**config.mk**
```make
export PLATFORM = sky130hd
export DESIGN_NAME = nps_dist
export DESIGN_NICKNAME = d
export VERILOG_FILES = /design/src/design/nps_pkg.sv /design/src/design/nps_dist.sv
export SDC_FILE = /design/constraint.sdc
export NUM_CORES = 2
export LEC_CHECK = 0
export ABC_CLOCK_PERIOD_IN_PS = 7000
export BUFFER_PORTS_ARGS = -buffer_cell sky130_fd_sc_hd__buf_2
export CELL_PAD_IN_SITES_DETAIL_PLACEMENT = 1
export CELL_PAD_IN_SITES_GLOBAL_PLACEMENT = 2
export CORE_MARGIN = 5
export CORE_UTILIZATION = 45
export CTS_BUF_LIST = sky130_fd_sc_hd__clkbuf_4 sky130_fd_sc_hd__clkbuf_8
export DETAILED_ROUTE_END_ITERATION = 8
export HOLD_SLACK_MARGIN = 0.03
export PLACE_DENSITY = 0.89
export SLEW_MARGIN = 10
export SYNTH_ARGS = -nofsm -noshare
export SYNTH_HDL_FRONTEND = slang
export SYNTH_SLANG_ARGS = --single-unit
```
**constraint.sdc**
```tcl
create_clock -name clk -period 7 [get_ports clk]
set_input_delay 1.4 -clock clk [delete_from_list [all_inputs] [get_ports clk]]
set_output_delay 1.4 -clock clk [all_outputs]
set_load 0.02 [all_outputs]
```
**src/design/nps_pkg.sv**
```systemverilog
// Shared types, widths and codes for the nearest point search block.
package nps_pkg;

    localparam int DEF_MAX_POINTS = 1024;

    localparam int COORD_W     = 16;
    localparam int SLOT_W      = 10;
    localparam int COUNT_W     = 11;
    localparam int DIST_W      = 34;
    localparam int SQ_W        = 32;
    localparam int POINT_W     = 3 * COORD_W;
    localparam int CFG_IDX_W   = 2;
    localparam int S_TDATA_W   = 64;
    localparam int M_TDATA_W   = 48;

    localparam logic [DIST_W-1:0] RST_MAX_DIST_SQ  = DIST_W'(4194304);
    localparam logic [DIST_W-1:0] RST_STOP_DIST_SQ = DIST_W'(64);

    localparam logic KIND_LOAD  = 1'b0;
    localparam logic KIND_QUERY = 1'b1;

    typedef enum logic [CFG_IDX_W-1:0] {
        REG_POINT_COUNT,
        REG_MAX_DIST_SQ,
        REG_STOP_DIST_SQ,
        REG_EARLY_STOP
    } cfg_reg_t;

    typedef enum logic [1:0] {
        ST_IDLE,
        ST_SCAN,
        ST_DRAIN,
        ST_FINISH
    } scan_state_t;

    typedef struct packed {
        logic signed [COORD_W-1:0] z;
        logic signed [COORD_W-1:0] y;
        logic signed [COORD_W-1:0] x;
    } point_t;

    typedef struct packed {
        logic sq_valid;
        logic sum_valid;
    } dist_status_t;

endpackage

```
**src/design/nps_dist.sv**
```systemverilog
// Two-stage squared distance unit shared by every point of a scan.
module nps_dist #(
    parameter int IDX_W = 10
) (
    input  logic                       clk,
    input  logic                       rst_n,
    input  logic                       flush,
    input  logic                       in_valid,
    input  logic [IDX_W-1:0]           in_idx,
    input  nps_pkg::point_t            pt,
    input  nps_pkg::point_t            query,
    output nps_pkg::dist_status_t      status,
    output logic [IDX_W-1:0]           out_idx,
    output logic [nps_pkg::DIST_W-1:0] out_dist
);

    import nps_pkg::*;

    logic signed [COORD_W:0]     dx;
    logic signed [COORD_W:0]     dy;
    logic signed [COORD_W:0]     dz;
    logic signed [2*COORD_W+1:0] px;
    logic signed [2*COORD_W+1:0] py;
    logic signed [2*COORD_W+1:0] pz;

    logic                sq_valid_reg;
    logic [IDX_W-1:0]    sq_idx_reg;
    logic [SQ_W-1:0]     sq_x_reg;
    logic [SQ_W-1:0]     sq_y_reg;
    logic [SQ_W-1:0]     sq_z_reg;
    logic                sum_valid_reg;
    logic [IDX_W-1:0]    sum_idx_reg;
    logic [DIST_W-1:0]   sum_reg;

    always_comb
    begin
        dx = (COORD_W+1)'(pt.x) - (COORD_W+1)'(query.x);
        dy = (COORD_W+1)'(pt.y) - (COORD_W+1)'(query.y);
        dz = (COORD_W+1)'(pt.z) - (COORD_W+1)'(query.z);
        px = dx * dx;
        py = dy * dy;
        pz = dz * dz;
    end

    always_ff @(posedge clk or negedge rst_n)
    begin
        if (!rst_n)
        begin
            sq_valid_reg  <= 1'b0;
            sum_valid_reg <= 1'b0;
        end
        else
        begin
            sq_valid_reg  <= in_valid && !flush;
            sum_valid_reg <= sq_valid_reg && !flush;
        end
    end

    // squares of 17-bit differences stay below 2^32
    always_ff @(posedge clk)
    begin
        sq_idx_reg  <= in_idx;
        sq_x_reg    <= SQ_W'(px);
        sq_y_reg    <= SQ_W'(py);
        sq_z_reg    <= SQ_W'(pz);
        sum_idx_reg <= sq_idx_reg;
        sum_reg     <= DIST_W'(sq_x_reg) + DIST_W'(sq_y_reg) + DIST_W'(sq_z_reg);
    end

    assign status.sq_valid  = sq_valid_reg;
    assign status.sum_valid = sum_valid_reg;
    assign out_idx          = sum_idx_reg;
    assign out_dist         = sum_reg;

endmodule

```
# ---- After elaboration in Yosys (flattened, before gate mapping)
# Cells that the tools add are included.
dict set report op_classes {
  n_addsub 5
  multipliers 3
  n_reduce_logical 3
}
# op count
set ops {}
lappend ops {{multiplier 17 x 17 -> 32 bit} 3}
lappend ops {{subtractor 16 x 16 -> 17 bit} 3}
lappend ops {{adder 33 x 32 -> 34 bit} 1}
lappend ops {{adder 32 x 32 -> 33 bit} 1}
lappend ops {{logical AND 1 bit} 2}
lappend ops {{logical NOT 1 bit} 1}
dict set report word_totals {
  ff_bits 152
  inputBits 110
  out_inout_bits 46
  wordCells 19
}

# ---- Depth between registers and ports, before layout
dict set report logic_depth {
  depth_word 2
  ltp_mapped 36
  mapped_depth_nobuf 35
}

# ---- Worst setup path after synthesis
# OpenSTA, ideal clock, no wires.
dict set report synth_timing {
  path_type {input -> register}
  start {in pt[32] (netlist bit)}
  end {reg sq_z_reg[31]}
  setup_ns 0.120
  t_arrival_ns 8.857
  required_time_ns 6.880
  path_slack_ns -1.977
  stages 32
  path_buffers 1
  cell_sequence {inv_1 -> ha_1 -> fa_1 -> nand2b_1 -> a21oi_1 -> o211ai_1 -> a31o_2 -> nand2b_1 -> a21oi_1 -> o21a_1 -> o21ai_1 -> inv_2 -> buf_2 -> nor2_1 -> fa_1 -> inv_1 -> fa_1 -> inv_1 -> fa_1 -> fa_1 -> fa_1 -> fa_1 -> ha_1 -> o21a_1 -> o21a_1 -> a221oi_1 -> o21ai_0 -> a41o_1 -> o311ai_1 -> nand2b_1 -> a21oi_1 -> xnor2_1}
}
dict set report synth_between {
  elab_chain_len 2
}
# item line_no
set synth_lines {}
lappend synth_lines {{start: declaration} nps_dist.sv:10} ;# input nps_pkg::point_t pt,
lappend synth_lines {{subtractor 16 x 16 -> 17 bit} nps_dist.sv:39} ;# dz = (COORD_W+1)'(pt.z) - (COORD_W+1)'(query.z);
lappend synth_lines {{multiplier 17 x 17 -> 32 bit} nps_dist.sv:42} ;# pz = dz * dz;
lappend synth_lines {{via pz[31]} nps_dist.sv:24} ;# logic signed [2*COORD_W+1:0] pz;
lappend synth_lines {{end signal: assignment} nps_dist.sv:65} ;# sq_z_reg <= SQ_W'(pz);
lappend synth_lines {{end: declaration} nps_dist.sv:30} ;# logic [SQ_W-1:0] sq_z_reg;
# The timed path passes the listed nets, and every way through them passes these cells.

# ---- Worst setup path after layout
dict set report layout_timing {
  start {in pt[0] (netlist bit)}
  end {reg sq_x_reg[30]}
}
dict set report layout_between {
  elab_chain_len 2
}
# item line_no
set layout_lines {}
lappend layout_lines {{subtractor 16 x 16 -> 17 bit} nps_dist.sv:37} ;# dx = (COORD_W+1)'(pt.x) - (COORD_W+1)'(query.x);
lappend layout_lines {{multiplier 17 x 17 -> 32 bit} nps_dist.sv:40} ;# px = dx * dx;
lappend layout_lines {{via px[30]} nps_dist.sv:22} ;# logic signed [2*COORD_W+1:0] px;
lappend layout_lines {{end signal: assignment} nps_dist.sv:63} ;# sq_x_reg <= SQ_W'(px);
lappend layout_lines {{end: declaration} nps_dist.sv:28} ;# logic [SQ_W-1:0] sq_x_reg;
# The timed path passes the listed nets, and every way through them passes these cells.

==> results by group <==
Status
  • Status: finished, violations left
  • Failing checks: setup timing

STA
  • Fin. Hold Viols: 0
  • Max Clock Freq: 115 MHz
  • RSZ-0062 raised after global routing: true
  • Tmin final: 8.67 ns
  • Worst slew pin tran: 0.765 ns
  • Final setup violation count: 64
  • Max Slew Vio Count: 0
  • Relative slew slack: 0.486
  • Post-route setup slack: -1.67 ns
  • Post-route clock period utilization: 1.24
  • Clock Skew: 0.0362 ns

Synthesis
  • Biggest area consumer among synthesized cells: fa_1
  • Most frequent cells after synthesis: inv_1 (1032), fa_1 (806), nor2_1 (352), ha_1 (315), nand2_1 (288)
  • EDFF count, synth: 0
  • Dominant synthesized flop cell: dfxtp_1
  • Yosys warns: 0
  • Post-synthesis cell count: ~3800
  • Sequential share of the synthesized area: 0.0857
  • Yosys top cell area share: 0.462
  • Synth top area cells: fa_1 (46%), ha_1 (11%), inv_1 (11%), dfxtp_1 (8.4%), nor2_1 (3.8%)
  • #FFs+latches synth: 149
  • Count leader, synth: inv_1
  • Avg Synthesized Cell Area: 9.28 sq um
  • Synthesized area: 34900 sq um
  • Asr flop ratio synth: 0.0134
  • Count of cell types in the netlist: 80

CTS
  • CTS Buf Count: 17
  • CTS Root Cell: clkbuf_8
  • Reg clk slew, reported paths: ~0.09 ns
  • Clock Path Buffers: 2
  • Worst-Skew Late Latency: 0.56 ns
  • TritonCTS clock tree: built
  • CTS Hold Bufs: 0
  • CTS H-Tree Depth: 4
  • Clock sinks: 149

Layout
  • Number of flip-flops under the largest register name: 34
  • FILL cells: 8516
  • Util after Layout: 0.627
  • Layout cells sized above 1: 0.368
  • Synthesis-to-finish area growth: 38.7%
  • Final std cells w/o fill: 5850
  • Layout Nets: 6026

Placed design
  • Routability cong.: 0.913
  • PortBufs: between 150 and 200
  • Hpwl dp: 94.7 mm
  • Placed Cells: 5630

Route
  • WL met3: 11.2 mm
  • DRC: 0
  • Met2 WL post-DR: 82.3 mm
  • Top Metal Used: met5
  • Routed wire length: 163 mm
  • Detailed Routing Iterations Pass 1: 8
  • DR WL/cell: 27.9 um
  • Vias: 33456
  • Post-route antenna net violation count: 0
  • DRT iter0 DRCs: 2496
  • Routed vias/inst: 5.72
  • Metal1 wirelength: between 50 and 60 mm

Worst setup path
  • FF-to-FF path depth: 11
  • Crit path largest cell delay: about 0.6 ns
  • Worst Setup SP: pt[0]
  • CP max stage cell: fa_1
  • Critical Path End Type: flop
  • Worst reg2reg path endpoint: out_dist[31]
  • Worst r2r src: sq_z_reg[3]
  • Kind of critical path: in2reg
  • Worst reg2reg setup slack: 2.74 ns
  • Data arrival, critical path: 9.09 ns
  • Worst setup SP type: input pin
  • CP most frequent cell: fa_1
  • CP required: 7.42 ns
  • CP Capture Point: sq_x_reg[30]
  • Worst-path maximum fanout: 7

Floorplan
  • Starting Density: 0.452
  • Die height: 289 um
  • Die ar.: 83300 sq um
  • Row Count: 102
  • Num ports: 156
  • Core area: 77200 sq um
  • Die width: around 290 um

Global route
  • Pin count of the biggest net entering global routing: 17
  • First-pass GRT wire length: 205 mm
  • Vias in the first global route: between 30000 and 40000
  • Gr usage total: 0.318
  • Initial antenna violation count: 4
  • Congestion Overflow GR: 0

Min path
  • Hold Path Class: reg2reg

Job
  • Max Cap Viol: 0
metal layers:
layer / global-route usage / up-vias
li1: - / 13220
met1: 0.349 / 16884
met2: 0.594 / 2207
met3: 0.0473 / 1141
met4: 0.166 / 4
met5: 0 / -
area by class of cell:
class                   count  area, sq um  area share
repair buffers           1087         8450       0.174
diodes                      2         5.00    0.000103
well taps                1040         1300      0.0269
multi-input cells        2490        31300       0.645
clock buffers              18          241     0.00499
flip-flops and latches    149         2990      0.0618
clock inverters            14          144     0.00297
inverters                1050         4040      0.0833
what timing repair did:
action                     CTS  global route
hold endpoints to repair     0             0
gates resized for setup    427           324
gates cloned                 1             0
buffers inserted           127            90
setup endpoints to repair   63            65
pin swaps                  281           189
placed cells by master (no fill, tap or decap), types with 35 or more instances in the layout:
| master | synthesis | layout |
|---|---|---|
| buf_6 | 0 | 117 |
| nor2_2 | 1 | 38 |
| inv_1 | 1032 | 909 |
| nand2_1 | 288 | 229 |
| a21oi_1 | 102 | 55 |
| nand2_2 | 0 | 35 |
| a21oi_2 | 1 | 38 |
| xor2_1 | 53 | 38 |
| dfxtp_1 | 147 | 147 |
| inv_2 | 12 | 116 |
| ha_4 | 0 | 71 |
| nor2_1 | 352 | 278 |
| buf_4 | 3 | 813 |
| xnor2_1 | 138 | 101 |
| nor2_4 | 0 | 37 |
| fa_2 | 0 | 49 |
| buf_2 | 8 | 138 |
| ha_1 | 315 | 240 |
| fa_1 | 806 | 757 |
| a21o_1 | 57 | 56 |
cells by family after synthesis:
kind of cell,synth area share
buffers and inverters,0.121
adder cells (fa/ha/maj),0.575
AND/OR/NAND/NOR,0.0956
AO/OA/AOI/OAI,0.0719
XOR/XNOR,0.0493
flip-flops,0.0857
multiplexers,0.000860
other,0.000107
worst min path at each step:
| stage | from | endpoint | slack, ns | cells past startpoint |
|---|---|---|---|---|
| 2_1_floorplan | sq_idx_reg[0] | out_idx[0] | 0.31 | 0 |
| 3_3_place_gp | sq_idx_reg[4] | out_idx[4] | 0.31 | 0 |
| 3_5_place_dp | sq_idx_reg[4] | out_idx[4] | 0.32 | 0 |
| 4_1_cts | sq_idx_reg[4] | out_idx[4] | 0.33 | 0 |
| 5_1_grt | sq_idx_reg[4] | out_idx[4] | 0.34 | 0 |
| 6_report | sq_idx_reg[9] | out_idx[9] | 0.33 | 0 |
through the flow:
stage / TNS [ns] / hold WS, ns / worst slack, ns / cell area [sq um]
after detailed placement: -90.47 / 0.315 / -2.15 / 43400
after CTS: -41.52 / 0.329 / -1.24 / 46500
after global routing: -72.75 / 0.339 / -1.71 / 48400
final: -65.24 / 0.334 / -1.67 / 48400
after global placement: -77.60 / 0.310 / -1.83 / 43400
after floorplan: -41.55 / 0.310 / -1.61 / 36100
critical path: cells and delay by family:
family | cells | cell delay (ns)
fa+ha+maj | 9 | 3.82
simple gates | 3 | 0.29
buf+inv | 10 | 1.29
xor+xnor | 1 | 0.16
compound gates | 12 | 2.16
Power is left out: the tool's default activity adds up to more than one toggle a clock period on the data nets, which glitch-free logic cannot reach.
