`config.mk`:
```
export PLATFORM = sky130hd
export DESIGN_NAME = nps_ram
export DESIGN_NICKNAME = d
export VERILOG_FILES = /design/src/design/nps_ram.sv
export SDC_FILE = /design/constraint.sdc
export NUM_CORES = 1
export LEC_CHECK = 0
export ABC_AREA = 1
export BUFFER_PORTS_ARGS = -buffer_cell sky130_fd_sc_hd__buf_2
export CAP_MARGIN = 5
export CORE_MARGIN = 2
export CORE_UTILIZATION = 43
export CTS_CLUSTER_DIAMETER = 50
export DETAILED_ROUTE_END_ITERATION = 10
export PLACE_DENSITY = 0.7
export REMOVE_ABC_BUFFERS = 1
export SYNTH_ARGS = -nofsm -noshare
export SYNTH_HDL_FRONTEND = slang
export SYNTH_SLANG_ARGS = --single-unit
```
`constraint.sdc`:
```
create_clock -name clk -period 1 [get_ports clk]
set_clock_uncertainty 0.1 [all_clocks]
set_input_delay 0.1 -clock clk [delete_from_list [all_inputs] [get_ports clk]]
set_output_delay 0.1 -clock clk [all_outputs]
set_load 0.01 [all_outputs]
```
`src/design/nps_ram.sv`:
```
// Generic single-write, single-read RAM with registered read data.
module nps_ram #(
    parameter int WIDTH = 8,
    parameter int DEPTH = 2
) (
    input  logic                     clk,
    input  logic                     we,
    input  logic [$clog2(DEPTH)-1:0] waddr,
    input  logic [WIDTH-1:0]         wdata,
    input  logic [$clog2(DEPTH)-1:0] raddr,
    output logic [WIDTH-1:0]         rdata
);

    logic [WIDTH-1:0] mem_reg [DEPTH];
    logic [WIDTH-1:0] rdata_reg;

    always_ff @(posedge clk)
    begin
        if (we)
        begin
            mem_reg[waddr] <= wdata;
        end
        rdata_reg <= mem_reg[raddr];
    end

    assign rdata = rdata_reg;

endmodule

```
# Word level (Yosys, flattened, before mapping)
# Memory sizes are Yosys's and may differ from the RTL's. A register that Yosys moved wholly into a read port is not among the register bits.
# Cells that the tools add are included.
# word_totals
out_inout_bits	8
wordCells	3
inputBits	12
ramBits	16
ff_bits	0
memories	1
# classes
n_mux	2
# mem_list
name	depth	width	read_ports	rd_ports_with_merged_regs	wr	line	source
mem_reg	2	8	1	1	1	14	logic [WIDTH-1:0] mem_reg [DEPTH];
# ops
cell	count
$mux 1	2

# Depth between registers and ports, before layout
# Gate-level depths: netlist (run 1).
# logic_depth
ltp_word	2
mapped_depth	4
depth_no_buf	3

# Least setup slack after synthesis (run 1)
# Ideal clock, no wire load.
# synth_path
path_kind	input port to flip-flop
from	input we
to	memory mem_reg[0][0], enable pin
cell_stages	2
setup_time_ns	0.371
arrival_time_ns	0.489
t_required_ns	0.529
slack_ns	0.040
n_path_buf	0
cell_sequence	inv_1 -> nor2_1
# synth_via
elab_chain_len	2
# synth_rtl
element	line	source
start, declared	7	input logic we,
$mux 1	19	if (we)
$mux 1 (implied by the code)	21	mem_reg[waddr] <= wdata;
end, declared	14	
# Every way passes these cells.

# Worst setup path after layout (run 1)
# layout_path
from	register rdata_reg[0] (netlist: rdata[0]), read port of mem_reg
to	output rdata[0]
# layout_lines
element	line	source
start, declared	15	logic [WIDTH-1:0] rdata_reg;
end, declared	11	output logic [WIDTH-1:0] rdata
# No word-level cell between the ends.

==> run summary, run 1 <==
initial antenna violation count -> 0
worst rel slew slack -> 80.3%
actual slew at the worst max-slew pin -> 0.295 ns
Avg Cell Area, Syn -> 14.1 µm²
routed len/inst -> 10.5 µm
Pre-antenna DRT Iters -> 4
status -> finished clean
Hold-fix buffers, CTS -> 9
most frequent cells after synthesis -> 25 x nand2_1, 16 x edfxtp_1, 8 x dfxtp_1, 2 x inv_1
Synth Area in Compound Gates -> 0%
Switching Fraction -> 18.5%
R2R Setup Slk -> 0.28 ns
design area -> 0.00102 mm²
Tmin final -> 0.950 ns
Internal -> 0.00161 W
post-synthesis sequential area ratio -> 84.2%
Switch Pwr -> 0.000366 W
initial core utilization -> 45.0%
asr flop ratio synth -> 0%
static leakage -> 0.457 nW
Mapped Area -> 761 µm²
routed wire length -> 1080 µm
row count -> 15
Antenna Diode Count -> 0
RePlAce Congestion -> 0.657
Flop pwr share -> 58.1%
Synth area leader -> edfxtp_1
clock root buffer master -> clkbuf_4
top cell type's share of synthesized area -> 63.2%
CTS buffer count -> 3
Clk pwr share -> 34.4%
Max Fanout on Critical Path -> 1
mux contribution to synthesized area -> 0%
crit path DAT -> 0.75 ns
flops & latches, synth -> 24
Post-Place Setup Slack -> 0.0979 ns
placed instance count -> 90
Setup crit end kind -> output pin
Data required, critical path -> 0.80 ns
RSZ-0062 raised after global routing -> false
clock slew at reported path FFs -> 0.13 ns
CTS tree -> built
final hold vios -> 0
ys flop type -> edfxtp_1
worst-path cell chain -> buf_2
post-cts sizing count -> 0
Setup Viol. Count Final -> 0
synthesis warning total -> 0
Hold EP -> mem_reg[0][5]$_DFFE_PP_
number of flip-flops in the largest register -> 16
CTS Buffer Depth -> 2
critical path's top delay family -> flip-flops
vias in the first global route -> 409
Non-Filler Instances -> 103
Max-Cap Viols -> 0
Die W -> 46.1 µm
initial detailed-routing violation count -> 20
Syn Inst Count -> 54
worst path bufs/invs -> 1
Post-DRT Antenna Nets -> 0
r2r endpoint -> rdata[3]$_DFF_P_
most frequent cell after synthesis -> nand2_1
DP Area -> 873 µm²
Min-Delay Path Class -> input pin to flop
core area -> 0.00169 mm²
Tcrit/Tclk final -> 95.0%
worst reg2reg path depth -> 2
GRT overflow -> 0
min-delay src -> waddr
clk sinks -> 24
WHS -> 0.139 ns
hpwl dp -> 708 µm
synth top area cells -> edfxtp_1 63%, dfxtp_1 21%, nand2_1 12%, buf_6 1.5%, inv_1 0.99%
Max Slew Vio Count -> 0
Distinct cells, synth -> 7
clk_lat worst skew -> 0.31 ns
drt drc -> 0
Max VDD drop -> 1280 µV
PortBufs -> 19
Critical-path top delay cell -> dfxtp_1
Synth Area in Adders -> 0%
Slowest Stage Delay on Critical Path -> 0.32 ns
beginning of the worst register-to-register path -> mem_reg[1][3]$_DFFE_PP_
post-synthesis simple-gate area fraction -> 12.8%
FILL cells -> 141
die height -> 46.1 µm
via/cell ratio -> 4.34
gr usage total -> 12.0%
layout cell share with drive strength beyond 1 -> 29.1%
I/O Pins -> 20
power density over the cells -> 1950 mW/mm²
f_max -> 1050 MHz
Storage cell area -> 641 µm²
Comb power frac -> 7.5%
Synth Area in XOR/XNOR -> 0%
area of the multi-input gates -> 97.6 µm²
maximum number of pins on one net before global-route repair -> 15
vias -> 447
P&R area growth vs syn -> 33.6%
die footprint -> 0.00212 mm²
hold depth -> 3
Post CTS Setup Buffer Count -> 0
H-Tree Depth -> 1
first-pass GRT wire length -> 1700 µm
setup_tns -> 0 ns
fin nets -> 99
largest family of logic cells by synthesized area -> simple AND/OR/NAND/NOR gates
crit path launch type -> flop
Setup WS post-layout -> 0.0496 ns
number of synthesized flops with an enable pin -> 16
Setup Crit Path Kind -> flop to output pin
power groups by stage:
stage                     logic [W]  clock network, W  registers, W
after floorplan           0.0000384                 0       0.00119
after global placement     0.000120                 0       0.00117
after detailed placement   0.000123                 0       0.00117
after CTS                  0.000150          0.000685       0.00115
after global routing       0.000168          0.000715       0.00116
final                      0.000148          0.000680       0.00115
worst min-delay path, delay by kind of cell:
kind                   cells  cell delay, ns
and+or+nand+nor            1            0.04
buffers and inverters      2            0.25
cells in the final DEF, fill, tap and decap left out:
cell / synthesis / routed
buf_2: 0 / 19
buf_4: 0 / 1
bufinv_16: 0 / 1
clkbuf_4: 0 / 3
dfxtp_1: 8 / 8
dlygate4sd3_1: 0 / 9
edfxtp_1: 16 / 16
inv_1: 2 / 2
inv_2: 1 / 1
nand2_1: 25 / 25
nor2_1: 1 / 1
area by class of cell:
type	count	area share [%]
clock buffers	3	2.22
repair buffers	29	19.0
inverters	3	1.11
well taps	17	2.09
flip-flops and latches	24	63.1
multi-input cells	26	9.61
clock inverters	1	2.96
per-stage QoR:
step | power, W | utilization (%)
6_report | 0.00198 | 60.1
4_1_cts | 0.00199 | 60.1
3_5_place_dp | 0.00130 | 51.7
5_1_grt | 0.00204 | 60.1
2_1_floorplan | 0.00123 | -
3_3_place_gp | 0.00129 | 51.7
worst max-delay path by stage:
stage / start / to / slack (ns) / depth (start not counted)
floorplan: we / mem_reg[0][0]$_DFFE_PP_ / 0.04 / 2
CTS: rdata[5]$_DFF_P_ / rdata[5] / 0.04 / 1
global route: rdata[0]$_DFF_P_ / rdata[0] / 0.006 / 1
detailed placement: waddr / mem_reg[1][7]$_DFFE_PP_ / 0.1 / 3
global placement: waddr / mem_reg[1][0]$_DFFE_PP_ / 0.11 / 3
finish: rdata[0]$_DFF_P_ / rdata[0] / 0.05 / 1
cell families after synthesis:
group	Yosys count
simple gates	26
buf+inv	4
flops	24
routing by layer:
layer	GRT usage (%)	wire length, µm
met5	0	0
met4	6.86	0
met3	3.53	40
met2	18.3	541
met1	15.1	497
No activity file was read; power rests on OpenSTA's default activity.
==> inputs of run 2 (changes only) <==
CORE_ASPECT_RATIO = 0.7   (was default)
CORE_UTILIZATION = 30   (was 43)
PLACE_DENSITY = default   (was 0.7)
clock period = 1.2 ns   (was 1 ns; I/O delays follow)
==> run 2 against run 1 <==
- non-clock buffer count down 1
- setup slack better by 0.18 ns
- final cell count increased by 16%
- via count grew 0.67%
- die area increased by 40%
- global-route usage fell by 3.8 points
- count of clock-buffer cells in the layout up 1
- clock power decreased by 40%
- wire length is 0.83% higher
- sequential power shrank 17%
- critical path type unchanged
- largest cell class unchanged
==> run summary, run 2 (synthesized netlist as in run 1, its figures left out) <==
status -> finished clean
power density over the cells -> 1470 mW/mm² (-25%)
initial core utilization -> 31.2% (-14 points)
actual slew at the worst max-slew pin -> 0.297 ns (+0.00187 ns)
final hold vios -> 0 (unchanged)
I/O Pins -> 20 (unchanged)
WL met1 -> 514 µm (+3.4%)
row count -> 15 (unchanged)
die footprint -> 0.00296 mm² (+40%)
worst reg2reg path depth -> 2 (unchanged)
clock slew at reported path FFs -> 0.12 ns (about the same)
Max Slew Vio Count -> 0 (unchanged)
Pre-antenna DRT Iters -> 4 (unchanged)
Data required, critical path -> 0.98 ns (+0.18 ns)
FILL cells -> 242 (+72%)
GRT overflow -> 0 (unchanged)
worst rel slew slack -> 80.2% (-0.13 points)
H-Tree Depth -> 1 (unchanged)
RePlAce Congestion -> 0.656 (-0.15%)
maximum number of pins on one net before global-route repair -> 14 (-1)
Slowest Stage Delay on Critical Path -> 0.32 ns (about the same)
Critical-path top delay cell -> dfxtp_1
metal3 WL -> 83 µm (+110%)
Die W -> 64.2 µm (+39%)
routed len/inst -> 9.14 µm (-13%)
CTS tree -> built
Max VDD drop -> 603 µV (-53%)
worst path bufs/invs -> 1 (unchanged)
Top Layer Used -> met3
PortBufs -> 19 (unchanged)
Antenna Diode Count -> 0 (unchanged)
RSZ-0062 raised after global routing -> false
Tmin final -> 0.967 ns
gr usage total -> 8.24% (-3.8 points)
Setup Viol. Count Final -> 0 (unchanged)
CTS Buffer Depth -> 2 (unchanged)
CTS buffer count -> 3 (unchanged)
die height -> 46.1 µm (+0.15%)
CP Depth -> 1 (unchanged)
P&R area growth vs syn -> 32.9%
clock root buffer master -> clkbuf_4
layout cell share with drive strength beyond 1 -> 29.4% (+0.34 points)
Tcrit/Tclk final -> 80.5%
initial antenna violation count -> 0 (unchanged)
DP Area -> 895 µm² (+2.4%)
crit path DAT -> 0.75 ns (about the same)
Post CTS Setup Buffer Count -> 0 (unchanged)
f_max -> 1030 MHz
hold depth -> 3 (unchanged)
Setup crit end kind -> output pin
Setup Crit Path Kind -> flop to output pin
Min-Delay Path Class -> input pin to flop
via/cell ratio -> 3.78 (-13%)
worst-path cell chain -> buf_2
Post-DRT Antenna Nets -> 0 (unchanged)
fin nets -> 98 (-1.0%)
commonest non-fill, non-tap cells in the layout -> 25 x nand2_1, 19 x buf_2, 16 x edfxtp_1
Max-Cap Viols -> 0 (unchanged)
vias in the first global route -> 396 (-3.2%)
static leakage -> 0.446 nW (-2.4%)
Max Fanout on Critical Path -> 1 (unchanged)
WL met2 -> 489 µm (-9.6%)
critical path's top delay family -> flip-flops
drt drc -> 0 (unchanged)
design area -> 0.00101 mm² (-0.49%)
most common cell after layout, fill and taps aside -> nand2_1
first-pass GRT wire length -> 1670 µm (-2.1%)
routed wire length -> 1090 µm (+0.83%)
initial detailed-routing violation count -> 15 (-25%)
number of flip-flops in the largest register -> 16 (unchanged)
core area -> 0.00244 mm² (+44%)
clk sinks -> 24 (unchanged)
setup_tns -> 0 ns (unchanged)
vias -> 450 (+0.67%)
clk_lat worst skew -> 0.30 ns (about the same)
crit path launch type -> flop
==> run 2: changes by cell type in the layout (fill, tap and decap cells not counted) <==
cell / before / now
clkbuf_8: 0 / 1
dlygate4sd3_1: 9 / 8
bufinv_16: 1 / 0
==> run 2: power by group <==
part | switching, W | leakage (nW) | total, W | internal, W
combinational | 0.0000632 | 0.207 | 0.000123 | 0.0000593
clock | 0.000220 | 0.0210 | 0.000405 | 0.000185
sequential | 0.0000125 | 0.218 | 0.000958 | 0.000945
==> run 2: timing repair <==
item | 4_1_cts | 5_1_grt
hold endpoints to repair | 16 | 0
resized for setup | 0 | 0
hold buffers | 8 | 0
==> run 2: worst paths after layout <==
kind	start	to	slack, ns
hold / removal	raddr	rdata[1]$_DFF_P_	0.02
hold reg to reg	mem_reg[0][2]$_DFFE_PP_	rdata[2]$_DFF_P_	0.35
setup / recovery	rdata[3]$_DFF_P_	rdata[3]	0.23
setup reg to reg	mem_reg[1][2]$_DFFE_PP_	rdata[2]$_DFF_P_	0.51
==> run 2: area by class of cell <==
cell class / instances / area, µm² / share of cell area (%)
flip-flops and latches: 24 / 641 / 63.4
repair buffers: 28 / 183 / 18.1
multi-input cells: 26 / 97.6 / 9.65
well taps: 34 / 42.5 / 4.21
clock buffers: 4 / 36.3 / 3.59
inverters: 3 / 11.3 / 1.11
==> run 2: layer usage <==
layer  vias up  global-route usage, %
li1        238                      -
met1       193                   9.38
met2        19                   13.8
met3         0                   5.13
met4         0                   1.28
met5         -                      0
==> run 2: through the flow <==
step | setup slack [ns] | std cells | utilization [%] | hold slack [ns] | total power [W]
global placement | 0.296 | 107 | 36.7 | 0.211 | 0.00108
floorplan | 0.220 | 53 | - | 0.119 | 0.00102
global route | 0.181 | 119 | 41.4 | 0.0236 | 0.00156
finish | 0.233 | 119 | 41.4 | 0.0222 | 0.00148
detailed placement | 0.278 | 107 | 36.7 | 0.214 | 0.00108
CTS | 0.216 | 119 | 41.4 | 0.0165 | 0.00150
